File: src/hdl/bcc_ram.sv
// ----------------------------------------------------------------------------
// bcc_ram
// Generic single write port, single read port RAM with registered read data.
// ----------------------------------------------------------------------------
module bcc_ram #(
  parameter int WIDTH = 8,
  parameter int DEPTH = 64
) (
  input  logic                     clk,
  input  logic                     we,
  input  logic [$clog2(DEPTH)-1:0] waddr,
  input  logic [WIDTH-1:0]         wdata,
  input  logic [$clog2(DEPTH)-1:0] raddr,
  output logic [WIDTH-1:0]         rdata
);

  logic [WIDTH-1:0] mem [DEPTH];

  // write port
  always_ff @(posedge clk) begin
    if (we) begin
      mem[waddr] <= wdata;
    end
  end

  // registered read port
  always_ff @(posedge clk) begin
    rdata <= mem[raddr];
  end

endmodule

File: config.mk
export PLATFORM = sky130hd
export DESIGN_NAME = bcc_ram
export DESIGN_NICKNAME = d
export VERILOG_FILES = /design/src/hdl/bcc_ram.sv
export SDC_FILE = /design/constraint.sdc
export NUM_CORES = 1
export LEC_CHECK = 0
export CORE_AREA = 5 5 195 197
export DETAILED_ROUTE_END_ITERATION = 10
export DIE_AREA = 0 0 200 202
export DONT_BUFFER_PORTS = 1
export PLACE_DENSITY = 0.72
export SLEW_MARGIN = 25
export SYNTH_ARGS = -nofsm -noshare
export SYNTH_HDL_FRONTEND = slang
export SYNTH_SLANG_ARGS = --single-unit
File: constraint.sdc
create_clock -name clk -period 2.34 [get_ports clk]
set_input_delay 0.468 -clock clk [delete_from_list [all_inputs] [get_ports clk]]
set_output_delay 0.468 -clock clk [all_outputs]
set_load 0.05 [all_outputs]
==> flow_results.xml <==
<?xml version="1.0" encoding="UTF-8"?>
<metrics>
  <group name="final_layout">
    <metric name="final_common_cell" unit="">sky130_fd_sc_hd__edfxtp_1</metric>
    <metric name="antenna-diode-count" unit="">0</metric>
    <metric name="most-common-layout-cells" unit="">512 x sky130_fd_sc_hd__edfxtp_1, 126 x sky130_fd_sc_hd__mux4_2, 83 x sky130_fd_sc_hd__nor2_1, 80 x sky130_fd_sc_hd__buf_4, 53 x sky130_fd_sc_hd__clkbuf_16</metric>
    <metric name="fillCellCount" unit="">2432</metric>
    <metric name="drive_gt1_share" unit="%">27.1</metric>
    <metric name="final_net_count" unit="">1071</metric>
    <metric name="syn_to_final_growth" unit="%">13.9</metric>
    <metric name="layout.cells.non_filler" unit="">1552</metric>
  </group>
  <group name="route">
    <metric name="postRouteAntennaNets" unit="">0</metric>
    <metric name="totalWireLength" unit="mm">46.6</metric>
    <metric name="post_drt_wl_per_cell" unit="microns">30.0</metric>
    <metric name="via_count" unit="">9836</metric>
    <metric name="post_drt_via_cell_ratio" unit="">6.34</metric>
    <metric name="drt_iter0_drc" unit="">1148</metric>
    <metric name="remaining_drc_errors" unit="">0</metric>
    <metric name="drtPass1Iterations" unit="">5</metric>
  </group>
  <group name="clocking">
    <metric name="cts.root.buffer_cell" unit="">sky130_fd_sc_hd__clkbuf_16</metric>
    <metric name="cts-root-to-sink-buffers" unit="">3</metric>
    <metric name="cts.hold.buffers_added" unit="">28</metric>
    <metric name="htree_num_levels" unit="">2</metric>
    <metric name="post_cts_clock_slew_at_the_launch_and_capture_registers_of_the_worst_setup_and_hold_paths" unit="ns">0.06</metric>
    <metric name="clk_latency" unit="ns">0.56</metric>
    <metric name="tritoncts" unit="">built</metric>
    <metric name="cts_repair_resize_count" unit="">0</metric>
    <metric name="cts_post_setup_buffers_inserted" unit="">0</metric>
    <metric name="cts_buffers" unit="">50</metric>
    <metric name="clock-sinks" unit="">520</metric>
  </group>
  <group name="placement">
    <metric name="finalWeightedCongestion" unit="">0.768</metric>
    <metric name="post-place-cells" unit="">1437</metric>
    <metric name="place.detailed.hpwl" unit="mm">24.7</metric>
    <metric name="port_buffers" unit="">0</metric>
  </group>
  <group name="global_route">
    <metric name="groute.usage.overall" unit="%">23.7</metric>
    <metric name="grt_overflow" unit="">0</metric>
    <metric name="maximum_number_of_pins_on_one_net_before_global_route_repair" unit="">138</metric>
    <metric name="global_route_wire_length_before_repair" unit="mm">68.8</metric>
    <metric name="first_global_vias" unit="">10000</metric>
    <metric name="grt_antenna_before_repair" unit="">6</metric>
  </group>
  <group name="logic_synthesis">
    <metric name="synth.yosys.seq_area_share" unit="%">77.0</metric>
    <metric name="synth_nets" unit="">962</metric>
    <metric name="synthesized_area_fraction_occupied_by_and_or_nand_nor_cells" unit="%">3.39</metric>
    <metric name="largest_family_of_logic_cells_by_synthesized_area" unit="">multiplexers</metric>
    <metric name="ys_seq_elements" unit="">520</metric>
    <metric name="synthCells" unit="">940</metric>
    <metric name="ys_async_sr_fraction" unit="%">0</metric>
    <metric name="post_synth.cell_area_avg" unit="sq um">21.5</metric>
    <metric name="synth_cell_types" unit="">40</metric>
    <metric name="post_synth_instance_area" unit="sq um">20200</metric>
    <metric name="synthesis.yosys.warnings" unit="">0</metric>
    <metric name="synth_xor_area_share" unit="%">0</metric>
    <metric name="synthMuxAreaShare" unit="%">15.9</metric>
    <metric name="synth_compound_area_share" unit="%">2.07</metric>
    <metric name="synth_ff_type" unit="">sky130_fd_sc_hd__edfxtp_1</metric>
    <metric name="synth_enable_flop_cells" unit="">512</metric>
    <metric name="adder_and_majority_gate_portion_of_the_synthesized_area" unit="%">0</metric>
  </group>
  <group name="timing">
    <metric name="period_minus_ws_final" unit="ns">2.18</metric>
    <metric name="highest_clock_frequency_the_design_can_meet" unit="MHz">459</metric>
    <metric name="setup_repair_after_global_routing_missed_its_margin" unit="">no</metric>
    <metric name="timing.clock.skew" unit="ns">0.0105</metric>
    <metric name="timing.final.crit_share" unit="%">93.0</metric>
    <metric name="report.final.slew_viol_count" unit="">0</metric>
    <metric name="holdWs" unit="ns">0.0202</metric>
    <metric name="setup_viol_count_final" unit="">0</metric>
    <metric name="timing.slew.headroom" unit="%">31.3</metric>
    <metric name="timing.setup.tns" unit="ns">0</metric>
    <metric name="hold_viol_final" unit="">0</metric>
    <metric name="tightest_slew" unit="ns">1.03</metric>
  </group>
  <group name="power">
    <metric name="cellPowerDensity" unit="nW/um^2">829</metric>
    <metric name="power.static_leakage" unit="nW">7.30</metric>
    <metric name="post_layout_power" unit="mW">19.0</metric>
    <metric name="irDropWorstVdd" unit="V">0.000552</metric>
  </group>
  <group name="worst_setup_path">
    <metric name="cp_required" unit="ns">2.76</metric>
    <metric name="endpoint_type_of_the_worst_setup_path" unit="">flip-flop</metric>
    <metric name="timing_worst_setup_path_type" unit="">reg2reg</metric>
    <metric name="ff2ff_path_depth" unit="">5</metric>
    <metric name="cp_max_fo" unit="">1</metric>
    <metric name="arrival" unit="ns">2.60</metric>
    <metric name="critPathLaunchType" unit="">flip-flop</metric>
  </group>
  <group name="floorplan">
    <metric name="fp.dieArea" unit="sq um">40400</metric>
    <metric name="io_pins" unit="">30</metric>
    <metric name="placementRows" unit="">70</metric>
    <metric name="floorplan.core_area" unit="sq um">36100</metric>
    <metric name="chipHeight" unit="microns">202</metric>
    <metric name="fp.dieW" unit="microns">200</metric>
    <metric name="floorplan.initialDensity" unit="%">55.9</metric>
  </group>
  <group name="worst_hold_path">
    <metric name="min_delay_path_depth" unit="">0</metric>
    <metric name="hold_class" unit="">in2reg</metric>
  </group>
  <group name="run">
    <metric name="max_cap_violations" unit="">0</metric>
  </group>
  <group name="outcome">
    <metric name="status" unit="">finished, final reports clean</metric>
  </group>
</metrics>
==> stage by stage <==
step / instance area [sq um] / setup slack [ns] / util (%)
2_1_floorplan: 20200 / 0.204 / -
3_3_place_gp: 21000 / 0.148 / 58.3
3_5_place_dp: 21000 / 0.0652 / 58.3
4_1_cts: 23000 / 0.211 / 63.6
5_1_grt: 23000 / 0.124 / 63.6
6_report: 23000 / 0.163 / 63.6
==> where the power goes <==
group	internal, mW	switching [mW]	leakage [nW]	total, mW
logic	0.357	0.343	1.84	0.700
clock network	4.66	3.28	0.779	7.94
registers	10.3	0.102	4.67	10.4
total	15.3	3.72	7.30	19.0
==> cell usage after synthesis (3+ instances only) <==
library cell	n	area [sq um]
sky130_fd_sc_hd__clkbuf_1	17	63.8
sky130_fd_sc_hd__nand3b_1	3	22.5
sky130_fd_sc_hd__mux2_2	13	146
sky130_fd_sc_hd__a211oi_1	4	30.0
sky130_fd_sc_hd__nor2_1	83	312
sky130_fd_sc_hd__buf_2	11	55.1
sky130_fd_sc_hd__buf_1	4	15.0
sky130_fd_sc_hd__dfxtp_1	8	160
sky130_fd_sc_hd__a221oi_1	6	52.6
sky130_fd_sc_hd__a21oi_1	3	15.0
sky130_fd_sc_hd__nor2b_1	14	87.6
sky130_fd_sc_hd__nand3_1	13	65.1
sky130_fd_sc_hd__o221ai_1	8	70.1
sky130_fd_sc_hd__a22oi_1	3	22.5
sky130_fd_sc_hd__edfxtp_1	512	15400
sky130_fd_sc_hd__o2bb2ai_1	3	26.3
sky130_fd_sc_hd__nand2b_1	7	43.8
sky130_fd_sc_hd__nand2_1	19	71.3
sky130_fd_sc_hd__mux2i_1	23	230
sky130_fd_sc_hd__o22ai_1	8	50.1
sky130_fd_sc_hd__o2111ai_1	3	26.3
sky130_fd_sc_hd__nor3_1	7	35.0
sky130_fd_sc_hd__mux4_2	126	2840
sky130_fd_sc_hd__buf_6	4	45.0
sky130_fd_sc_hd__buf_4	13	97.6
==> cell families after synthesis <==
kind of cell	after synthesis
buffers and inverters	51
DFF	520
muxes	162
AOI/OAI and AO/OA	54
and+or+nand+nor	153
==> registers in the layout (all words and copies together), names as in the netlist <==
signal / count
mem: 512
rdata: 8
==> layer usage <==
metal | part of all wire [%] | track usage, % | vias up
li1 | - | - | 4138
met1 | 39 | 34.9 | 5120
met4 | 2.8 | 7.08 | 0
met2 | 48 | 36.1 | 501
met5 | 0 | 0 | -
met3 | 10 | 5.83 | 77
==> final timing paths <==
kind	startpoint	endpoint	slack [ns]
setup / recovery	mem[21][6]	rdata[6]	0.16
hold / removal	wdata[6]	mem[4][6]	0.02
setup reg to reg	mem[21][6]	rdata[6]	0.16
hold reg to reg	mem[19][2]	rdata[2]	0.82
==> critical path, stage by stage (launching register included) <==
cell                       delay, ns
sky130_fd_sc_hd__edfxtp_1       0.38
sky130_fd_sc_hd__mux4_2         0.50
sky130_fd_sc_hd__mux2_2         0.28
sky130_fd_sc_hd__o221a_2        0.27
sky130_fd_sc_hd__nor3_1         0.45
sky130_fd_sc_hd__o32ai_1        0.16
==> cell type report <==
| type | count | area (sq um) | share of cell area [%] |
|---|---|---|---|
| sequential | 520 | 15500 | 67.6 |
| multi-input combinational | 369 | 4320 | 18.8 |
| clock buffer | 65 | 1370 | 5.97 |
| timing repair buffer | 108 | 921 | 4.01 |
| tap | 468 | 586 | 2.55 |
| clock inverter | 22 | 239 | 1.04 |
Note: power is estimated with default switching activity, not from simulation.
