<file path="src/hdl/bcc_pkg.sv">
// ----------------------------------------------------------------------------
// bcc_pkg
// Shared types and fixed field widths for the block range letter counter.
// ----------------------------------------------------------------------------
package bcc_pkg;

  // fixed widths of the item fields
  localparam int INDEX_W  = 12;
  localparam int LETTER_W = 5;
  localparam int COUNT_W  = 13;

  // item operation codes
  typedef enum logic {
    OP_UPDATE = 1'b0,
    OP_QUERY  = 1'b1
  } op_t;

  // top level control states
  typedef enum logic [2:0] {
    S_CLEAR,
    S_IDLE,
    S_UPD_READ,
    S_UPD_DEC,
    S_UPD_INC,
    S_UPD_WRITE,
    S_WALK,
    S_DONE
  } state_t;

  // range walker requests and status toward the controller
  typedef struct packed {
    logic letter_rd;
    logic count_rd;
    logic done;
  } walk_t;

endpackage

</file>
<file path="src/hdl/bcc_walker.sv">
// ----------------------------------------------------------------------------
// bcc_walker
// Walks a query range: one memory read per cycle, a letter read for each
// position of a partial block and a count read for each whole block, and
// sums the returned data in the cycle after each read.
// ----------------------------------------------------------------------------
module bcc_walker #(
  parameter int STRING_LENGTH = 4096,
  parameter int BLK_SIZE      = 64,
  parameter int ALPHABET_SIZE = 26
) (
  input  logic                                   clk,
  input  logic                                   rst,
  input  logic                                   start,
  input  logic [$clog2(STRING_LENGTH)-1:0]       start_lo,
  input  logic [$clog2(STRING_LENGTH)-1:0]       start_hi,
  input  logic [bcc_pkg::LETTER_W-1:0]           start_code,
  input  logic [bcc_pkg::LETTER_W-1:0]           letter_rdata,
  input  logic [$clog2(BLK_SIZE+1)-1:0]          count_rdata,
  output bcc_pkg::walk_t                         walk,
  output logic [$clog2(STRING_LENGTH)-1:0]       letter_raddr,
  output logic [$clog2(((STRING_LENGTH + BLK_SIZE - 1) / BLK_SIZE)
                       * (2 ** $clog2(ALPHABET_SIZE)))-1:0] count_raddr,
  output logic [$clog2(STRING_LENGTH+1)-1:0]     total
);

  localparam int PW   = $clog2(STRING_LENGTH);
  localparam int BW   = $clog2(BLK_SIZE);
  localparam int AW   = $clog2(ALPHABET_SIZE);
  localparam int NB   = (STRING_LENGTH + BLK_SIZE - 1) / BLK_SIZE;
  localparam int CA_W = $clog2(NB * (2 ** AW));
  localparam int TW   = $clog2(STRING_LENGTH + 1);
  localparam int EW   = $clog2(STRING_LENGTH + BLK_SIZE);

  logic                         active;
  logic [EW-1:0]                lo;
  logic [PW-1:0]                hi;
  logic [bcc_pkg::LETTER_W-1:0] code;
  logic                         pend;
  logic                         pend_count;
  logic                         more;
  logic                         use_blk;

  // next step: whole block when aligned and the block fits in the range
  always_comb begin
    more    = lo <= EW'(hi);
    use_blk = (lo[BW-1:0] == '0) && ((lo + EW'(BLK_SIZE - 1)) <= EW'(hi));
    walk.letter_rd = active && more && !use_blk;
    walk.count_rd  = active && more && use_blk;
    walk.done      = active && !more && !pend;
    letter_raddr   = lo[PW-1:0];
    count_raddr    = CA_W'((32'(lo) >> BW) << AW) | CA_W'(code);
  end

  // walk position and read tracking
  always_ff @(posedge clk) begin
    if (rst) begin
      active <= 1'b0;
      pend   <= 1'b0;
    end else if (start) begin
      active <= 1'b1;
      pend   <= 1'b0;
    end else if (active) begin
      pend <= more;
      if (walk.done) begin
        active <= 1'b0;
      end
    end
  end

  // payload: range bounds, step kind and running sum
  always_ff @(posedge clk) begin
    if (start) begin
      lo    <= EW'(start_lo);
      hi    <= start_hi;
      code  <= start_code;
      total <= '0;
    end else begin
      if (active && more) begin
        lo         <= use_blk ? lo + EW'(BLK_SIZE) : lo + EW'(1);
        pend_count <= use_blk;
      end
      if (pend) begin
        if (pend_count) begin
          total <= total + TW'(count_rdata);
        end else if (letter_rdata == code) begin
          total <= total + TW'(1);
        end
      end
    end
  end

endmodule
</file>
<file path="config.mk">
export PLATFORM = sky130hd
export DESIGN_NAME = bcc_walker
export DESIGN_NICKNAME = d
export VERILOG_FILES = /design/src/hdl/bcc_pkg.sv /design/src/hdl/bcc_walker.sv
export SDC_FILE = /design/constraint.sdc
export NUM_CORES = 1
export LEC_CHECK = 0
export BUFFER_PORTS_ARGS = -buffer_cell sky130_fd_sc_hd__buf_2
export CORE_MARGIN = 4
export CORE_UTILIZATION = 45
export DETAILED_ROUTE_END_ITERATION = 10
export GPL_ROUTABILITY_DRIVEN = 0
export PLACE_DENSITY = 0.78
export SYNTH_ARGS = -nofsm -noshare
export SYNTH_HDL_FRONTEND = slang
export SYNTH_SLANG_ARGS = --single-unit
</file>
<file path="constraint.sdc">
create_clock -name clk -period 9.6 [get_ports clk]
set_clock_uncertainty 0.1 [all_clocks]
set_input_delay 0.48 -clock clk [delete_from_list [all_inputs] [get_ports clk]]
set_output_delay 0.48 -clock clk [all_outputs]
set_load 0.05 [all_outputs]
</file>
==> results of run 1 <==
worst max-delay path, stage by stage, from the launching register on:
cell      delay [ns]
edfxtp_1        0.54
nor4_2          0.46
a21oi_1         0.14
xor2_1          0.16
ha_1            0.30
a21o_1          0.16
a21oi_1         0.25
o211ai_1        0.15
o211ai_2        0.26
nand2_1         0.15
inv_1           0.20
nor2_1          0.07
buf_2           0.23
cell usage after synthesis (5+ instances only):
master / number
ha_1: 35
edfxtp_1: 30
nor2_1: 28
inv_1: 23
nand2_1: 21
buf_4: 18
xnor2_1: 18
o21ai_0: 17
a21oi_1: 16
dfxtp_1: 16
xor2_1: 14
nand3_1: 10
or3_1: 8
nor3_1: 6
o211ai_1: 6
and2_1: 5
mux2i_1: 5
nor2b_1: 5
where the power goes:
group / internal, mW / switching, mW
Clock: 0.0677 / 0.0717
Sequential: 0.228 / 0.0198
Combinational: 0.0611 / 0.112
Total: 0.357 / 0.204
worst max path at each step:
| stage | slack [ns] | to | depth (start not counted) |
|---|---|---|---|
| floorplan | 6.09 | walk[1] | 10 |
| global placement | 6.17 | walk[2] | 12 |
| detailed placement | 6.04 | walk[2] | 13 |
| CTS | 5.67 | walk[2] | 13 |
| global route | 5.36 | walk[2] | 12 |
| finish | 5.65 | walk[2] | 12 |
metal layers:
layer,up-vias,part of all wire,wire (µm),track usage
met5,-,0.0027,19,0
met4,2,0.013,88,0.0495
met3,10,0.070,488,0.0525
met2,72,0.48,3340,0.284
met1,1173,0.43,3010,0.200
li1,1281,-,-,-
cells by family after synthesis:
| logic type | count (synthesis) | share of synthesized area |
|---|---|---|
| compound gates | 66 | 0.135 |
| xor+xnor | 32 | 0.0888 |
| fa+ha+maj | 36 | 0.145 |
| buf+inv | 47 | 0.0781 |
| flops | 46 | 0.387 |
| mux | 5 | 0.0159 |
| simple gates | 96 | 0.150 |
per-stage QoR:
step / total power, mW / setup slack [ns] / instances / hold slack (ns)
floorplan: 0.390 / 6.09 / 328 / 0.371
global placement: 0.421 / 6.17 / 483 / 0.375
detailed placement: 0.426 / 6.04 / 483 / 0.380
CTS: 0.566 / 5.67 / 491 / 0.230
global route: 0.596 / 5.36 / 491 / 0.227
finish: 0.561 / 5.65 / 491 / 0.241
state kept, by name (all words and copies together) (netlist names):
signal      flops
lo             13
total          13
code            5
active          1
pend            1
hi             12
pend_count      1
cell type report:
type / count / area, µm²
Inverter: 23 / 86.3
Multi-Input combinational cell: 235 / 1690
Timing Repair Buffer: 83 / 418
Fill cell: 628 / 3150
Tap cell: 96 / 120
Clock inverter: 2 / 13.8
Sequential cell: 46 / 1220
Clock buffer: 6 / 93.8
==> reports/qor.txt, run 1 <==
status: finished, final reports clean
largest cells by area after synthesis: edfxtp_1 (29%), ha_1 (14%), dfxtp_1 (10%)
Final #Nets: 474
leading area contributor after synthesis: edfxtp_1
unrepaired setup endpoints after global routing: false
CTS Buffer Depth: 2
# Max-Cap Violations: 0
most frequent cells in the layout: buf_2 (82), ha_1 (35), edfxtp_1 (30)
Ant. Diodes: 0
final antenna-violating net count: 0
share of the synthesized area in the top cell type: 0.285
All-Layer GR Usage: 0.166
Slew Viols, Final: 0
relative slew slack: 0.483
post-CTS setup buffer count: 0
crit start category: register
Setup TNS: 0 ns
EDFF count, synth: 30
Max Clk Rate: 0.253 GHz
CTS sink cnt: 46
latest clock arrival within the worst-skew pair: 0.30 ns
Main synth FF type: edfxtp_1
largest net degree at the start of global routing: 55
clock slew at reported path FFs: 0.09 ns
LEAKAGE: 1.64 nW
reg2reg setup slack: 6.04 ns
crit path from: lo[4]$_DFFE_PP_
vias per cell: 5.17
GRT Residual Overflow: 0
final core utilization: 0.536
Post-Route WL: 6950 µm
Synthesized Nets: 408
Starting Density: 0.464
Final Cycle Share: 0.411
Worst Path Arrival: 3.37 ns
1st-iter DRT viols: 81
root buf cell: clkbuf_8
worst r2r src: lo[4]$_DFFE_PP_
Distinct cells, synth: 42
HPWL after DPL: 5440 µm
Syn. warnings: 0
Setup Crit Path Kind: register to primary output
Setup crit end kind: primary output
drc violations: 0
commonest non-fill, non-tap cell in the layout: buf_2
vias in the first global route: 2503
die span in y: 91.7 µm
CORE AREA: 6790 µm²
row count: 30
Final Cell Area: 3640 µm²
Top-Level Pins: 83
Worst Tran Pin Value: 0.768 ns
syn avg cell area: 9.62 µm²
antenna violations before repair: 1
H-tree depth: 2
full die area: 8420 µm²
required time worst endpoint: 9.02 ns
TritonCTS clock tree: done
routed len/inst: 14.1 µm
Seq cells post-synth: 46
post-synthesis sequential area ratio: 0.387
Reg2Reg Depth: 11
share of cells above drive strength 1: 0.238
Worst VDD drop: 62.6 µV
via count: 2538
Mapped Area: 3160 µm²
Chip Width: 91.7 µm
final hold vios: 0
drt first pass iters: 4
Post-synth ARST share: 0
hold endpoint: active$_SDFF_PP0_
Setup violations, final: 0
PD cells: 154 nW/µm²
first-pass GRT wire length: 11400 µm
fin crit period: 3.95 ns
Hold Crit Class: input port to register
Port Buffers: 82
Layout area overhead: 15.4%
hold_sp: rst
CP max FO: 8
CTS hold repair buffers: 0
quantity of gates resized following cts: 0
Worst R2R End: lo[5]$_DFFE_PP_
Hold Path Stages: 2
Mapped Cells: 328
dpl cell area: 3530 µm²
Num CTS Buffers: 5
(Power assumes the default switching activity.)
==> run 2: changes to the inputs <==
ABC_AREA = 1   (was not set)
PLACE_DENSITY = 0.77   (was 0.78)
clock period = 3.7 ns   (was 9.6 ns; I/O delays follow)
==> run 2 against run 1 <==
  * Non-clock buffer count up 25
  * Count of clock-buffer cells in the layout down 1
  * Via count up 24%
  * Highest routed layer is now met4
==> reports/qor.txt, run 2 <==
status: finished, final reports clean
All-Layer GR Usage: 0.173 (+0.00738)
share of cells above drive strength 1: 0.225 (-0.0133)
WP depth: 16 (+4)
# Max-Cap Violations: 0 (unchanged)
antenna violations before repair: 0 (-1)
H-tree depth: 2 (unchanged)
most frequent cells in the layout: nand2_1 (107), buf_2 (81), inv_1 (47)
CTS Buffer Depth: 2 (unchanged)
vias per cell: 4.94 (-4.3%)
share of the synthesized area in the top cell type: 0.251 (-0.0340)
GRT Residual Overflow: 0 (unchanged)
EDFF count, synth: 30 (unchanged)
Setup crit end kind: primary output
PD cells: 363 nW/µm² (+140%)
Hold Crit Class: input port to register
Slew Viols, Final: 0 (unchanged)
Final #Nets: 613 (+29%)
crit start category: register
final antenna-violating net count: 0 (unchanged)
largest cells by area after synthesis: edfxtp_1 (25%), ha_1 (12%), nand2_1 (11%)
Chip Width: 97.2 µm (+6.0%)
family with the most delay on the worst path: simple AND/OR/NAND/NOR gates
Worst VDD drop: 151 µV (+140%)
Worst Path Arrival: 3.06 ns (-0.31 ns)
Layout area overhead: 18.0%
Final Cycle Share: 0.904
routed len/inst: 12.9 µm (-9.0%)
biggest regs: lo x13, total x13, hi x12
required time worst endpoint: 3.41 ns (-5.61 ns)
largest net degree at the start of global routing: 41 (-25%)
Distinct cells, synth: 38 (-9.5%)
post-synthesis sequential area ratio: 0.341 (-0.0461)
Compound-Gate Fraction of Synth Area: 0.0891 (-0.0461)
TritonCTS clock tree: done
Syn. warnings: 0 (unchanged)
FF+latch area: 1220 µm² (unchanged)
leading area contributor after synthesis: edfxtp_1
multi-input logic area: 1950 µm² (+15%)
CTS sink cnt: 46 (unchanged)
Synthesized Nets: 527 (+29%)
die span in y: 97.2 µm (+6.0%)
unrepaired setup endpoints after global routing: false
Seq cells post-synth: 46 (unchanged)
drc violations: 0 (unchanged)
full die area: 9450 µm² (+12%)
first-pass GRT wire length: 13700 µm (+20%)
commonest non-fill, non-tap cell in the layout: nand2_1
post-synthesis mux area share: 0.00594 (-0.00992)
LEAKAGE: 2.07 nW (+26%)
xor and xnor area share after synthesis: 0.0831 (-0.00569)
drt first pass iters: 4 (unchanged)
Setup violations, final: 0 (unchanged)
Hold Path Stages: 3 (+1)
latest clock arrival within the worst-skew pair: 0.30 ns (about the same)
Reg2Reg Depth: 16 (+5)
pre-CTS setup slack: 0.320 ns (-5.72 ns)
Simple-Gate Fraction of Synth Area: 0.236 (+0.0866)
1st-iter DRT viols: 151 (+86%)
most common cell type on the critical path: nor2_1
root buf cell: clkbuf_8
Worst Slack Setup Final: 0.356 ns (-5.30 ns)
Starting Density: 0.464 (-0.000888)
largest family of logic cells by synthesized area: simple AND/OR/NAND/NOR gates
Critical-path top delay cell: edfxtp_1
commonest cells in the netlist: nand2_1 (107), inv_1 (48), ha_1 (35), a21oi_1 (32), nor2_1 (31)
Top-Level Pins: 83 (unchanged)
Worst Path Buf+Inv: 4 (+2)
final hold vios: 0 (unchanged)
Ant. Diodes: 0 (unchanged)
Num CTS Buffers: 5 (unchanged)
Post-Route WL: 8190 µm (+18%)
relative slew slack: 0.497 (+0.0141)
Port Buffers: 82 (unchanged)
via count: 3145 (+24%)
fin crit period: 3.34 ns
Post-synth ARST share: 0 (unchanged)
Main synth FF type: edfxtp_1
vias in the first global route: 3027 (+21%)
HPWL after DPL: 6310 µm (+16%)
Mapped Area: 3580 µm² (+14%)
Setup Crit Path Kind: register to primary output
Synth Area in Adders: 0.128 (-0.0173)
syn avg cell area: 8.01 µm² (-17%)
Largest stage delay, worst path: 0.47 ns (-0.07 ns)
CP Cell Sequence: inv_2 > ha_1 > nand3_2 > mux2i_1 > inv_1 > ha_1 > nand2_1 > nor2_1 > nand2_1 > nor2_1 > nand3_1 > nand2_4 > nand2_4 > buf_4 > nor2_1 > clkbuf_4
clock slew at reported path FFs: 0.10 ns (about the same)
Worst Tran Pin Value: 0.747 ns (-0.0209 ns)
count leader, synth: nand2_1
Mapped Cells: 447 (+36%)
Layout fillers: 711 (+13%)
Setup TNS: 0 ns (unchanged)
CP max FO: 10 (+2)
CORE AREA: 7730 µm² (+14%)
row count: 32 (+6.7%)
Max Clk Rate: 0.299 GHz
[run 2: where the power goes]
part / switching, mW / leakage [nW] / total (mW) / internal, mW
clock: 0.190 / 0.0408 / 0.325 / 0.135
sequential: 0.0445 / 0.426 / 0.638 / 0.594
combinational: 0.372 / 1.60 / 0.569 / 0.197
[run 2: final cells by class]
type                            count  area share
Clock buffer                        5      0.0163
Clock inverter                      3     0.00562
Inverter                           49      0.0435
Multi-Input combinational cell    323       0.461
Sequential cell                    46       0.289
Tap cell                          102      0.0302
Timing Repair Buffer              108       0.155
[run 2: kinds of logic (layout without fill, tap and decap cells)]
group | after synthesis | count (layout)
AOI/OAI and AO/OA | 60 | 60
xor gates and xnor gates | 34 | 34
adders and majority gates | 36 | 36
buffers and inverters | 78 | 165
DFF | 46 | 46
muxes | 2 | 2
and+or+nand+nor | 191 | 191
[run 2: tightest hold or removal path, delay by kind of cell]
| kind | cells | cell delay [ns] |
|---|---|---|
| simple gates | 2 | 0.09 |
| buf+inv | 1 | 0.08 |
[run 2: what timing repair did]
action / 4_1_cts / 5_1_grt
setup endpoints to repair: 0 / 8
buffers inserted: 0 / 2
gates resized for setup: 0 / 3
hold endpoints to repair: 18 / 0
hold buffers: 18 / 0
[run 2: routing by layer]
layer / share of wire / global-route usage / vias up
li1: - / - / 1620
met1: 0.43 / 0.215 / 1441
met2: 0.51 / 0.315 / 80
met3: 0.054 / 0.0388 / 4
met4: 0.0038 / 0.0234 / 0
met5: 0 / 0 / -
[run 2: path summary, 6_finish.rpt]
kind | start | to | slack (ns)
min | start_lo[9] | lo[9]$_DFFE_PP_ | 0.05
max | lo[0]$_DFFE_PP_ | walk[1] | 0.36
min reg2reg | active$_SDFF_PP0_ | active$_SDFF_PP0_ | 0.41
max reg2reg | lo[0]$_DFFE_PP_ | lo[4]$_DFFE_PP_ | 0.42
[run 2: through the flow]
step	area (µm²)	hold WS [ns]	total power [mW]	cells	util
floorplan	3580	0.154	1.10	447	-
global placement	3930	0.262	1.19	608	0.509
detailed placement	3930	0.263	1.20	608	0.509
CTS	4200	0.0418	1.55	634	0.544
global route	4230	0.0513	1.64	636	0.547
finish	4230	0.0484	1.53	636	0.547
==> run 3: changes to the inputs <==
ABC_AREA = 0   (was 1)
CTS_BUF_LIST = sky130_fd_sc_hd__clkbuf_4 sky130_fd_sc_hd__clkbuf_8   (was not set)
PLACE_DENSITY = 0.78   (was 0.77)
clock period = 3.4 ns   (was 3.7 ns; I/O delays follow)
==> run 3 against run 2 <==
  * Routed wire length is 8.4% lower
  * Flip-flop and latch count stayed put
  * Final cell count is 17% lower
  * Largest power group unchanged
  * Register-to-register slack worse by 0.28 ns
  * Core utilization is 4.2 points higher
  * Non-clock buffer count is 9 higher
==> reports/qor.txt, run 3 (same netlist as run 1, synthesis figures left out) <==
Chip Width: 91.7 µm (-5.6%)
Worst Path Arrival: 3.22 ns (+0.16 ns)
H-tree depth: 2 (unchanged)
clock slew at reported path FFs: 0.09 ns (about the same)
Setup Crit Path Kind: register to register
Slew Viols, Final: 0 (unchanged)
Top-Level Pins: 83 (unchanged)
dpl cells: 497 (-18%)
Ant. Diodes: 0 (unchanged)
fin crit period: 3.26 ns
Final #Nets: 508 (-17%)
root buf cell: clkbuf_8
required time worst endpoint: 3.36 ns (-0.05 ns)
crit start category: register
largest net degree at the start of global routing: 38 (-7.3%)
Hold Crit Class: input port to register
Setup violations, final: 0 (unchanged)
HPWL after DPL: 5790 µm (-8.2%)
final core utilization: 0.589 (+0.0420)
Largest stage delay, worst path: 0.49 ns (+0.02 ns)
unrepaired setup endpoints after global routing: true
Critical-path top delay cell: or4_1
Overall Power: 1.64 mW (+6.8%)
LEAKAGE: 1.80 nW (-13%)
CTS Buffer Depth: 2 (unchanged)
TritonCTS clock tree: done
GRT Residual Overflow: 0 (unchanged)
routed len/inst: 14.3 µm (+11%)
biggest regs: lo x13, total x13, hi x12
CORE AREA: 6790 µm² (-12%)
row count: 30 (-6.3%)
most frequent cells in the layout: buf_2 (80), ha_1 (33), edfxtp_1 (30)
antenna violations before repair: 0 (unchanged)
Final Cycle Share: 0.958
commonest non-fill, non-tap cell in the layout: buf_2
latest clock arrival within the worst-skew pair: 0.30 ns (about the same)
1st-iter DRT viols: 144 (-4.6%)
CP Cell Sequence: nor4_4 > nand2_2 > xor2_1 > ha_1 > and4_1 > nand2_1 > or3_1 > o211ai_2 > a21oi_1 > or4_1 > o311a_1
full die area: 8420 µm² (-11%)
status: finished, final reports clean
Max Clk Rate: 0.307 GHz
Layout area overhead: 26.8%
Starting Density: 0.464 (+0.000888)
Worst VDD drop: 223 µV (+48%)
drt first pass iters: 5 (+1)
share of cells above drive strength 1: 0.282 (+0.0573)
Worst Tran Pin Value: 0.532 ns (-0.215 ns)
dpl cell area: 3640 µm² (-7.4%)
vias per cell: 5.12 (+3.5%)
Num CTS Buffers: 5 (unchanged)
fin cells: 525 (-17%)
Final Cell Area: 4000 µm² (-5.3%)
final hold vios: 0 (unchanged)
drc violations: 0 (unchanged)
vias in the first global route: 2699 (-11%)
CP max FO: 4 (-6)
PD cells: 409 nW/µm² (+13%)
All-Layer GR Usage: 0.180 (+0.00679)
CTS sink cnt: 46 (unchanged)
Port Buffers: 82 (unchanged)
relative slew slack: 0.643 (+0.146)
Setup crit end kind: register
# Max-Cap Violations: 0 (unchanged)
die span in y: 91.7 µm (-5.6%)
Post-Route WL: 7500 µm (-8.4%)
first-pass GRT wire length: 12300 µm (-11%)
via count: 2687 (-15%)
final antenna-violating net count: 0 (unchanged)
Setup TNS: 0 ns (unchanged)
[run 3: changes by cell type in the layout (fill, tap and decap cells not counted), moves of 6 or more]
cell	previous run	this run
nand2_1	107	18
inv_1	47	22
a21oi_1	32	15
nand3_1	23	9
xor2_1	22	14
buf_4	8	15
or3_1	1	8
nor2_1	31	25
o21ai_0	21	15
xnor2_1	12	18
[run 3: worst max-delay path: cells and delay by family, from the launching register on]
family	cells	cell delay [ns]
AO/OA/AOI/OAI	3	0.38
XOR/XNOR	1	0.17
adder cells (fa/ha/maj)	1	0.29
flip-flops	1	0.44
AND/OR/NAND/NOR	6	1.65
[run 3: final timing paths]
check	start	slack, ns	end	depth (start not counted)
worst max-delay path	lo[4]$_DFFE_PP_	0.14	lo[11]$_DFFE_PP_	11
worst min-delay path	start_lo[0]	0.04	lo[0]$_DFFE_PP_	3
worst max register to register	lo[4]$_DFFE_PP_	0.14	lo[11]$_DFFE_PP_	11
worst min register to register	total[12]$_SDFFE_PP0P_	0.41	total[12]$_SDFFE_PP0P_	2
[run 3: routing by layer]
| metal | wire length [µm] | global-route usage | part of all wire | vias to the layer above |
|---|---|---|---|---|
| met3 | 536 | 0.0525 | 0.071 | 2 |
| met5 | 0 | 0 | 0 | - |
| met2 | 3800 | 0.321 | 0.51 | 78 |
| met1 | 3140 | 0.216 | 0.42 | 1262 |
| li1 | - | - | - | 1345 |
| met4 | 19 | 0.0347 | 0.0025 | 0 |
[run 3: area by class of cell]
class,instances,area [µm²]
Fill cell,592,2790
Multi-Input combinational cell,235,1730
Sequential cell,46,1220
Timing Repair Buffer,117,738
Tap cell,96,120
Clock buffer,7,96.3
Inverter,23,86.3
Clock inverter,1,8.76
[run 3: report_power, final]
part	internal, mW	switching, mW	leakage [nW]
Combinational	0.222	0.357	1.32
Clock	0.187	0.193	0.0544
Sequential	0.643	0.0358	0.425
Total	1.05	0.586	1.80
[run 3: through the flow]
stage / hold slack (ns) / setup WS, ns
after floorplan: 0.142 / 0.198
after global placement: 0.248 / 0.178
after detailed placement: 0.248 / 0.0720
after CTS: 0.0268 / 0.00756
after global routing: 0.0303 / -0.0323
final: 0.0401 / 0.143
[run 3: repair_timing]
action,4_1_cts,5_1_grt
hold buffers,18,0
buffers inserted,1,1
hold endpoints to repair,19,0
pin swaps,0,6
resized for setup,6,16
setup endpoints to repair,2,9
